--- src/rtl/core/cmpatt_pkg.sv ---
// Shared constants, codes and helper functions of the complementary attitude filter.
`timescale 1ns / 1ps

package cmpatt_pkg;

    localparam int ANG_W        = 20;
    localparam int ACC_W        = 16;
    localparam int RATE_W       = 24;
    localparam int DT_W         = 24;
    localparam int WEIGHT_W     = 16;
    localparam int GAIN_W       = 24;
    localparam int CFG_DATA_W   = 24;
    localparam int CFG_ADDR_W   = 1;
    localparam int S_TDATA_W    = 144;
    localparam int M_TDATA_W    = 104;
    localparam int TABLE_LEN    = 24;
    localparam int ITER_W       = 5;
    localparam int CORDIC_ITERATIONS_DEF = 16;

    localparam int ANG_MAX      = 524287;
    localparam int ANG_MIN      = -524288;
    localparam int Q16_PI       = 205887;
    localparam int Q16_HALF_PI  = 102944;
    localparam int Q16_TWO_PI   = 411775;
    localparam int Q24_GAIN     = 10188014;

    localparam int WEIGHT_RESET = 655;
    localparam int GAIN_RESET   = 3355;

    localparam logic [CFG_ADDR_W-1:0] CFG_SMOOTHING_WEIGHT = 1'b0;
    localparam logic [CFG_ADDR_W-1:0] CFG_CORRECTION_GAIN  = 1'b1;

    // Arctangent of 2^-i in Q3.16, rounded; entries from 17 on are zero.
    function automatic logic signed [20:0] atan_q16(input logic [ITER_W-1:0] idx);
        logic signed [20:0] v;
        unique case (idx)
            5'd0:    v = 21'sd51472;
            5'd1:    v = 21'sd30386;
            5'd2:    v = 21'sd16055;
            5'd3:    v = 21'sd8150;
            5'd4:    v = 21'sd4091;
            5'd5:    v = 21'sd2047;
            5'd6:    v = 21'sd1024;
            5'd7:    v = 21'sd512;
            5'd8:    v = 21'sd256;
            5'd9:    v = 21'sd128;
            5'd10:   v = 21'sd64;
            5'd11:   v = 21'sd32;
            5'd12:   v = 21'sd16;
            5'd13:   v = 21'sd8;
            5'd14:   v = 21'sd4;
            5'd15:   v = 21'sd2;
            5'd16:   v = 21'sd1;
            default: v = 21'sd0;
        endcase
        return v;
    endfunction

    // Clamp a wide angle sum to the 20-bit angle range.
    function automatic logic signed [ANG_W-1:0] sat_ang(input logic signed [29:0] v);
        logic signed [ANG_W-1:0] r;
        if (v > 30'sd524287) begin
            r = 20'sd524287;
        end else if (v < -30'sd524288) begin
            r = -20'sd524288;
        end else begin
            r = v[ANG_W-1:0];
        end
        return r;
    endfunction

endpackage

--- src/rtl/core/complementary_attitude_filter.sv ---
// Top level of the complementary attitude filter: sequencer, shared CORDIC and multiplier.
`timescale 1ns / 1ps

// Channel   Direction  Beat contents
// s_*       in         tdata: accel x/y/z, gyro roll/pitch/yaw, time step; tuser: seed
// m_*       out        tdata: roll, pitch, yaw, smoothed accel roll, smoothed accel pitch
// cfg_*     in         register write: index 0 smoothing weight, 1 correction gain
//
// One item passes in turn through the single shift-add CORDIC unit
// that serves both arctangents and the sine/cosine, and through the one
// 27x27 multiplier that serves every product in turn. A seed item skips the
// multiplies. s_tready is high only while idle; a finished result waits in
// the output register, so the next input transfer is taken while it stalls.
// aresetn is synchronous; it clears the state angles and loads register defaults.
module complementary_attitude_filter
    import cmpatt_pkg::*;
#(
    parameter int CORDIC_ITERATIONS = cmpatt_pkg::CORDIC_ITERATIONS_DEF
) (
    input  logic                                aclk,
    input  logic                                aresetn,
    // accel_x, accel_y, accel_z, gyro_roll, gyro_pitch, gyro_yaw, time_step
    input  logic [cmpatt_pkg::S_TDATA_W-1:0]    s_tdata,
    // seed
    input  logic                                s_tuser,
    input  logic                                s_tvalid,
    output logic                                s_tready,
    // roll_out, pitch_out, yaw_out, acc_roll_out, acc_pitch_out, zero pad
    output logic [cmpatt_pkg::M_TDATA_W-1:0]    m_tdata,
    output logic                                m_tvalid,
    input  logic                                m_tready,
    input  logic                                cfg_wr_en,
    input  logic [cmpatt_pkg::CFG_ADDR_W-1:0]   cfg_addr,
    input  logic [cmpatt_pkg::CFG_DATA_W-1:0]   cfg_wdata
);

    localparam int NITER = (CORDIC_ITERATIONS > TABLE_LEN) ? TABLE_LEN : CORDIC_ITERATIONS;
    localparam logic signed [53:0] RND16 = 54'sd32768;
    localparam logic signed [53:0] RND24 = 54'sd8388608;

    typedef enum logic [2:0] {
        ST_IDLE, ST_VSET, ST_SSET, ST_CORD, ST_CSTORE, ST_MUL, ST_FIN
    } state_t;

    typedef enum logic [1:0] {
        JOB_ROLL, JOB_PITCH, JOB_SC
    } job_t;

    state_t state_reg;
    job_t   job_reg;

    logic [WEIGHT_W-1:0] weight_reg;
    logic [GAIN_W-1:0]   gain_reg;

    // captured item
    logic signed [ACC_W-1:0]  ax_reg, ay_reg, az_reg;
    logic signed [RATE_W-1:0] gr_reg, gp_reg, gy_reg;
    logic [DT_W-1:0]          dt_reg;
    logic                     seed_reg;

    // filter state
    logic signed [ANG_W-1:0] filt_roll_reg, filt_pitch_reg;
    logic signed [ANG_W-1:0] est_roll_reg, est_pitch_reg, est_yaw_reg;
    logic signed [ANG_W-1:0] acc_roll_reg, acc_pitch_reg;

    // CORDIC unit
    logic signed [27:0]       cx_reg, cy_reg;
    logic signed [20:0]       cz_reg;
    logic [ITER_W-1:0]        iter_reg;
    logic                     zero_reg, neg_reg;
    logic signed [26:0]       c_reg, s_reg;

    // multiplier and accumulator
    logic [3:0]               step_reg;
    logic                     phase_reg;
    logic signed [53:0]       prod_reg, acc_reg;
    logic signed [26:0]       rate_reg;
    logic signed [29:0]       tmp_reg;

    logic [M_TDATA_W-1:0]     m_tdata_reg;
    logic                     m_tvalid_reg;

    assign s_tready = (state_reg == ST_IDLE);
    assign m_tdata  = m_tdata_reg;
    assign m_tvalid = m_tvalid_reg;

    // vector for the arctangent pass: roll uses (-az, -ay), pitch (-az, ax)
    logic signed [16:0] vx, vy;
    always_comb begin
        vx = -17'(az_reg);
        vy = (job_reg == JOB_ROLL) ? -17'(ay_reg) : 17'(ax_reg);
    end

    // reduce the pitch into the right half plane for sine/cosine
    logic signed [21:0] sz_wrap, sz_fold;
    logic               s_neg;
    always_comb begin
        sz_wrap = 22'(est_pitch_reg);
        if (sz_wrap > Q16_PI) begin
            sz_wrap = 22'(sz_wrap - Q16_TWO_PI);
        end else if (sz_wrap < -Q16_PI) begin
            sz_wrap = 22'(sz_wrap + Q16_TWO_PI);
        end
        sz_fold = sz_wrap;
        s_neg   = 1'b0;
        if (sz_wrap > Q16_HALF_PI) begin
            sz_fold = 22'(sz_wrap - Q16_PI);
            s_neg   = 1'b1;
        end else if (sz_wrap < -Q16_HALF_PI) begin
            sz_fold = 22'(sz_wrap + Q16_PI);
            s_neg   = 1'b1;
        end
    end

    // one CORDIC micro-rotation; vectoring drives y to zero, rotation drives z
    logic signed [27:0] xs, ys;
    logic               c_sel;
    logic signed [27:0] cx_next, cy_next;
    logic signed [20:0] cz_next;
    always_comb begin
        xs    = cx_reg >>> iter_reg;
        ys    = cy_reg >>> iter_reg;
        c_sel = (job_reg != JOB_SC) ? !cy_reg[27] : cz_reg[20];
        if (c_sel) begin
            cx_next = cx_reg + ys;
            cy_next = cy_reg - xs;
            cz_next = cz_reg + atan_q16(iter_reg);
        end else begin
            cx_next = cx_reg - ys;
            cy_next = cy_reg + xs;
            cz_next = cz_reg - atan_q16(iter_reg);
        end
    end

    // multiplier operand select
    logic signed [26:0] mul_a, mul_b;
    logic signed [20:0] d_fr, d_fp, d_er, d_ep;
    always_comb begin
        d_fr = 21'(acc_roll_reg) - 21'(filt_roll_reg);
        d_fp = 21'(acc_pitch_reg) - 21'(filt_pitch_reg);
        d_er = 21'(filt_roll_reg) - 21'(est_roll_reg);
        d_ep = 21'(filt_pitch_reg) - 21'(est_pitch_reg);
        unique case (step_reg)
            4'd0:    begin mul_a = 27'(d_fr);   mul_b = 27'({1'b0, weight_reg}); end
            4'd1:    begin mul_a = 27'(d_fp);   mul_b = 27'({1'b0, weight_reg}); end
            4'd2:    begin mul_a = 27'(gp_reg); mul_b = 27'({1'b0, dt_reg}); end
            4'd3:    begin mul_a = 27'(d_ep);   mul_b = 27'({1'b0, gain_reg}); end
            4'd4:    begin mul_a = 27'(gr_reg); mul_b = c_reg; end
            4'd5:    begin mul_a = 27'(gy_reg); mul_b = s_reg; end
            4'd6:    begin mul_a = rate_reg;    mul_b = 27'({1'b0, dt_reg}); end
            4'd7:    begin mul_a = 27'(d_er);   mul_b = 27'({1'b0, gain_reg}); end
            4'd8:    begin mul_a = 27'(gy_reg); mul_b = c_reg; end
            4'd9:    begin mul_a = 27'(gr_reg); mul_b = s_reg; end
            default: begin mul_a = rate_reg;    mul_b = 27'({1'b0, dt_reg}); end
        endcase
    end

    // rounded forms of the registered product
    logic signed [53:0] r16_full, r24_full, rsum_full, rdiff_full;
    logic signed [29:0] r16, r24;
    always_comb begin
        r16_full   = (prod_reg + RND16) >>> 16;
        r24_full   = (prod_reg + RND24) >>> 24;
        rsum_full  = (acc_reg + prod_reg + RND24) >>> 24;
        rdiff_full = (acc_reg - prod_reg + RND24) >>> 24;
        r16        = r16_full[29:0];
        r24        = r24_full[29:0];
    end

    logic out_free;
    logic load_out;
    assign out_free = !m_tvalid_reg || m_tready;
    assign load_out = (state_reg == ST_FIN) && out_free;

    always_ff @(posedge aclk) begin
        if (!aresetn) begin
            state_reg      <= ST_IDLE;
            job_reg        <= JOB_ROLL;
            weight_reg     <= WEIGHT_W'(WEIGHT_RESET);
            gain_reg       <= GAIN_W'(GAIN_RESET);
            filt_roll_reg  <= '0;
            filt_pitch_reg <= '0;
            est_roll_reg   <= '0;
            est_pitch_reg  <= '0;
            est_yaw_reg    <= '0;
            iter_reg       <= '0;
            step_reg       <= '0;
            phase_reg      <= 1'b0;
            m_tvalid_reg   <= 1'b0;
        end else begin
            if (cfg_wr_en) begin
                unique case (cfg_addr)
                    CFG_SMOOTHING_WEIGHT: weight_reg <= cfg_wdata[WEIGHT_W-1:0];
                    CFG_CORRECTION_GAIN:  gain_reg   <= cfg_wdata[GAIN_W-1:0];
                    default:              ;
                endcase
            end

            // raise valid on a new result, drop it once the transfer is taken
            if (load_out) begin
                m_tvalid_reg <= 1'b1;
            end else if (m_tvalid_reg && m_tready) begin
                m_tvalid_reg <= 1'b0;
            end

            unique case (state_reg)
                ST_IDLE: begin
                    if (s_tvalid) begin
                        ax_reg    <= s_tdata[15:0];
                        ay_reg    <= s_tdata[31:16];
                        az_reg    <= s_tdata[47:32];
                        gr_reg    <= s_tdata[71:48];
                        gp_reg    <= s_tdata[95:72];
                        gy_reg    <= s_tdata[119:96];
                        dt_reg    <= s_tdata[143:120];
                        seed_reg  <= s_tuser;
                        job_reg   <= JOB_ROLL;
                        state_reg <= ST_VSET;
                    end
                end
                ST_VSET: begin
                    // turn a left half plane vector by a quarter turn first
                    zero_reg <= (vx == 17'sd0) && (vy == 17'sd0);
                    iter_reg <= '0;
                    if (vx < 0) begin
                        if (vy >= 0) begin
                            cx_reg <= 28'(vy) <<< 8;
                            cy_reg <= -(28'(vx) <<< 8);
                            cz_reg <= 21'(Q16_HALF_PI);
                        end else begin
                            cx_reg <= -(28'(vy) <<< 8);
                            cy_reg <= 28'(vx) <<< 8;
                            cz_reg <= -21'(Q16_HALF_PI);
                        end
                    end else begin
                        cx_reg <= 28'(vx) <<< 8;
                        cy_reg <= 28'(vy) <<< 8;
                        cz_reg <= '0;
                    end
                    state_reg <= ST_CORD;
                end
                ST_SSET: begin
                    job_reg   <= JOB_SC;
                    cx_reg    <= 28'(Q24_GAIN);
                    cy_reg    <= '0;
                    cz_reg    <= 21'(sz_fold);
                    neg_reg   <= s_neg;
                    iter_reg  <= '0;
                    state_reg <= ST_CORD;
                end
                ST_CORD: begin
                    cx_reg <= cx_next;
                    cy_reg <= cy_next;
                    cz_reg <= cz_next;
                    iter_reg <= iter_reg + 1'b1;
                    if (iter_reg == ITER_W'(NITER - 1)) begin
                        state_reg <= ST_CSTORE;
                    end
                end
                ST_CSTORE: begin
                    unique case (job_reg)
                        JOB_ROLL: begin
                            acc_roll_reg <= zero_reg ? '0 : sat_ang(30'(cz_reg));
                            job_reg      <= JOB_PITCH;
                            state_reg    <= ST_VSET;
                        end
                        JOB_PITCH: begin
                            acc_pitch_reg <= zero_reg ? '0 : sat_ang(30'(cz_reg));
                            step_reg      <= 4'd0;
                            phase_reg     <= 1'b0;
                            state_reg     <= seed_reg ? ST_FIN : ST_MUL;
                            if (seed_reg) begin
                                // seed: load everything from the raw angles
                                filt_roll_reg  <= acc_roll_reg;
                                est_roll_reg   <= acc_roll_reg;
                                filt_pitch_reg <= zero_reg ? '0 : sat_ang(30'(cz_reg));
                                est_pitch_reg  <= zero_reg ? '0 : sat_ang(30'(cz_reg));
                                est_yaw_reg    <= '0;
                            end
                        end
                        default: begin
                            c_reg     <= neg_reg ? 27'(-cx_reg) : 27'(cx_reg);
                            s_reg     <= neg_reg ? 27'(-cy_reg) : 27'(cy_reg);
                            step_reg  <= 4'd4;
                            phase_reg <= 1'b0;
                            state_reg <= ST_MUL;
                        end
                    endcase
                end
                ST_MUL: begin
                    if (!phase_reg) begin
                        prod_reg  <= mul_a * mul_b;
                        phase_reg <= 1'b1;
                    end else begin
                        phase_reg <= 1'b0;
                        step_reg  <= step_reg + 1'b1;
                        unique case (step_reg)
                            4'd0: filt_roll_reg  <= sat_ang(30'(filt_roll_reg) + r16);
                            4'd1: filt_pitch_reg <= sat_ang(30'(filt_pitch_reg) + r16);
                            4'd2: tmp_reg        <= r24;
                            4'd3: begin
                                est_pitch_reg <= sat_ang(30'(est_pitch_reg) + tmp_reg + r24);
                                state_reg     <= ST_SSET;
                            end
                            4'd4: acc_reg  <= prod_reg;
                            4'd5: rate_reg <= rsum_full[26:0];
                            4'd6: tmp_reg  <= r24;
                            4'd7: est_roll_reg <= sat_ang(30'(est_roll_reg) + tmp_reg + r24);
                            4'd8: acc_reg  <= prod_reg;
                            4'd9: rate_reg <= rdiff_full[26:0];
                            default: begin
                                est_yaw_reg <= sat_ang(30'(est_yaw_reg) + r24);
                                state_reg   <= ST_FIN;
                            end
                        endcase
                    end
                end
                default: begin
                    // hold the result until the output register is free
                    if (load_out) begin
                        m_tdata_reg <= {4'b0, filt_pitch_reg, filt_roll_reg,
                                        est_yaw_reg, est_pitch_reg, est_roll_reg};
                        state_reg   <= ST_IDLE;
                    end
                end
            endcase
        end
    end

    // the sequencer is busy right after an input transfer
    assert property (@(posedge aclk) disable iff (!aresetn)
        (s_tvalid && s_tready) |=> !s_tready)
        else $error("input taken while busy");

    // the CORDIC step index stays inside the iteration count
    assert property (@(posedge aclk) disable iff (!aresetn)
        (state_reg == ST_CORD) |-> (iter_reg < ITER_W'(NITER)))
        else $error("CORDIC step past last iteration");

    // a result leaving the sequencer shows up on the output channel
    assert property (@(posedge aclk) disable iff (!aresetn)
        (state_reg == ST_FIN && out_free) |=> (m_tvalid && s_tready))
        else $error("finished result not presented");

    // a multiply phase is always followed by its write-back phase
    assert property (@(posedge aclk) disable iff (!aresetn)
        (state_reg == ST_MUL && !phase_reg) |=> (state_reg == ST_MUL && phase_reg))
        else $error("multiply phase skipped");

endmodule

--- config.mk ---
export PLATFORM = sky130hd
export DESIGN_NAME = complementary_attitude_filter
export DESIGN_NICKNAME = d
export VERILOG_FILES = /design/src/rtl/core/cmpatt_pkg.sv /design/src/rtl/core/complementary_attitude_filter.sv
export SDC_FILE = /design/constraint.sdc
export NUM_CORES = 2
export LEC_CHECK = 0
export BUFFER_PORTS_ARGS = -buffer_cell sky130_fd_sc_hd__buf_2
export CORE_MARGIN = 4
export CORE_UTILIZATION = 57
export DETAILED_ROUTE_END_ITERATION = 6
export MAX_ROUTING_LAYER = met4
export PLACE_DENSITY = 0.73
export SKIP_CTS_REPAIR_TIMING = 1
export SYNTH_ARGS = -nofsm -noshare
export SYNTH_HDL_FRONTEND = slang
export SYNTH_SLANG_ARGS = --single-unit
--- constraint.sdc ---
create_clock -name aclk -period 9.5 [get_ports aclk]
set_input_delay 0 -clock aclk [delete_from_list [all_inputs] [get_ports aclk]]
set_output_delay 0 -clock aclk [all_outputs]
set_load 0.05 [all_outputs]
==> flow_metrics.tcl <==
set metrics [dict create \
    stdcell_count 12600 \
    crit_required_ns 9.95 \
    antenna_found_initial 23 \
    grt_pass1_vias 73800 \
    wl_per_cell_microns 25.5 \
    cp-end-kind "flip-flop" \
    setup_tns_ns -5.17 \
    clock_latency_ns 0.74 \
    cap_viol_max_count 0 \
    synth.top_cell.area_share_pct 20.4 \
    hold_class "primary input to flip-flop" \
    violations "DRC, hold timing, setup timing" \
    fmax_mhz 100 \
    relSlewSlack_pct 4.25 \
    dp.cells 12100 \
    critPathMaxStageDelay_ns 0.55 \
    synth_cell_types 110 \
    syn_area_sq_um 85300 \
    grt_pass1_wl_microns 461000 \
    dieArea_sq_um 156000 \
    startpoint_type "flip-flop" \
    grt_max_degree 72 \
    seq_area_frac_synth_pct 24.5 \
    grt_use_total_pct 40.2 \
    syn2layout_area_growth_pct 19.8 \
    seq_area_sq_um 20900 \
    grt_overflow_total 0 \
    setup_ws_ns -0.464 \
    gp_congestion 1.07 \
    multi_input_area_sq_um 59000 \
    drt-initial-drc-count 9491 \
    initial_core_util_pct 57.6 \
    clockRootBuffer "clkbuf_16" \
    cp.arrival_ns 10.41 \
    clk_path_buf_depth 3 \
    n_fill_cell 11700 \
    portBuffers 276 \
    core_region_area_sq_um 148000 \
    netlist_top_cells_count "inv_1 (1,404), nand2_1 (979), fa_1 (822)" \
    startpoint "filt_pitch_reg[0]" \
    vias 77700 \
    dpl.hpwl_microns 256000 \
    synthArstFlopShare_pct 0 \
    rsz0062_at_grt "true" \
    firstDrtPassIters 7 \
    wl_microns 321000 \
    timing_worst_setup_path_type "flip-flop to flip-flop" \
    finalCriticalPeriod_ns 9.96 \
    numCtsBuffers 91 \
    synth-seq-cells 752 \
    ant_nets 0 \
    reg2reg_from "filt_pitch_reg[0]" \
    final_max_slew_viol_count 0 \
    hold_violations 7 \
    worst_pin_slew_ns 1.42 \
    clock-sinks 752 \
    die_y_microns 395 \
    min_from "s_tdata[97]" \
    synth_area_per_cell_sq_um 9.12 \
    rows 141 \
    syn_inst 9359 \
    synth.most_common_cell "inv_1" \
    skew_ns 0.0606 \
    run_status "finished with violations" \
    ys.flop_type "edfxtp_1" \
    setup_viol 15 \
    ys.warnings.count 0 \
    path_max_fanout 7 \
    clk_pin_slew_ns 0.06 \
    ys_top_cells_by_area "edfxtp_1 (20%), fa_1 (19%), ha_1 (9.9%)" \
    fin_nets 12200 \
    critPathSlowestCell "fa_1" \
    cts_tree "built" \
    die_w_microns 395 \
    yosysTopAreaCell "edfxtp_1" \
    drive_above_1_share_pct 16.8 \
    io_pins 281 \
    drc 26 \
    place_ws_ns -0.985 \
    synth_enable_flop_cells 580 \
    cts.htree.levels 3 \
    min_period_over_period_pct 105 \
    hold_slack_ns -0.0129 \
    largest_reg_flops 100 \
    via_per_inst 6.19 \
]
[layout make-up]
| cell class | instances | area share [%] |
|---|---|---|
| multi-input combinational | 6836 | 57.8 |
| sequential | 752 | 20.4 |
| timing repair buffer | 1447 | 11.2 |
| inverter | 1408 | 5.18 |
| tap | 1930 | 2.36 |
| clock buffer | 105 | 2.36 |
| clock inverter | 67 | 0.723 |
| antenna | 16 | 0.0392 |
[critical path: cells and delay by family (launching register included)]
family | cells | cell delay [ns]
buf+inv | 14 | 1.66
fa+ha+maj | 10 | 4.46
simple gates | 8 | 1.30
xor+xnor | 1 | 0.14
flops | 1 | 0.35
compound gates | 12 | 1.74
[per-stage QoR]
step	util, %	area (sq um)
floorplan	-	85600
global placement	64.0	94900
detailed placement	64.0	94900
CTS	66.2	98100
global route	69.0	102000
finish	69.0	102000
[cells in the final DEF (no fill, tap or decap), types with 47 or more instances in the layout]
cell type / count
dlygate4sd3_1: 242
o211ai_1: 47
dfxtp_1: 165
and2_1: 112
o21ai_0: 342
a31oi_1: 84
clkbuf_16: 98
nand4_1: 56
nor3_1: 138
nor2b_1: 71
a21o_1: 187
o21a_1: 102
nor2_1: 623
ha_1: 655
o31ai_1: 51
nand2b_1: 106
xnor2_1: 393
and3_1: 83
or3_1: 64
buf_4: 854
xor2_1: 188
a21oi_1: 535
inv_1: 1359
a211oi_1: 51
buf_2: 275
edfxtp_1: 580
fa_1: 806
nand2_1: 965
nand3_1: 156
[path summary, 6_finish.rpt]
| path | endpoint | cells past startpoint | slack [ns] |
|---|---|---|---|
| setup / recovery | prod_reg[46] | 45 | -0.46 |
| hold / removal | gy_reg[1] | 2 | -0.01 |
| setup reg to reg | prod_reg[46] | 45 | -0.46 |
| hold reg to reg | weight_reg[5] | 2 | 0.46 |
[cell families (layout without fill, tap and decap cells)]
family / after synthesis / count (layout) / synth area share (%)
mux: 126 / 126 / 2.64
compound gates: 1997 / 1997 / 15.4
fa+ha+maj: 1500 / 1500 / 29.2
other cells: 1 / 20 / 0.00440
xor+xnor: 592 / 592 / 6.11
buf+inv: 1774 / 3027 / 7.96
flops: 752 / 752 / 24.5
simple gates: 2617 / 2617 / 14.2
[per-layer routing]
metal	share of wire (%)	track usage [%]	vias up
li1	-	-	34300
met1	40	54.8	38100
met2	43	57.2	4594
met3	11	8.97	774
met4	6.0	18.5	0
met5	0	-	-
Power is left out: the tool's default activity adds up to more than one toggle a clock period on the data nets, which glitch-free logic cannot reach.
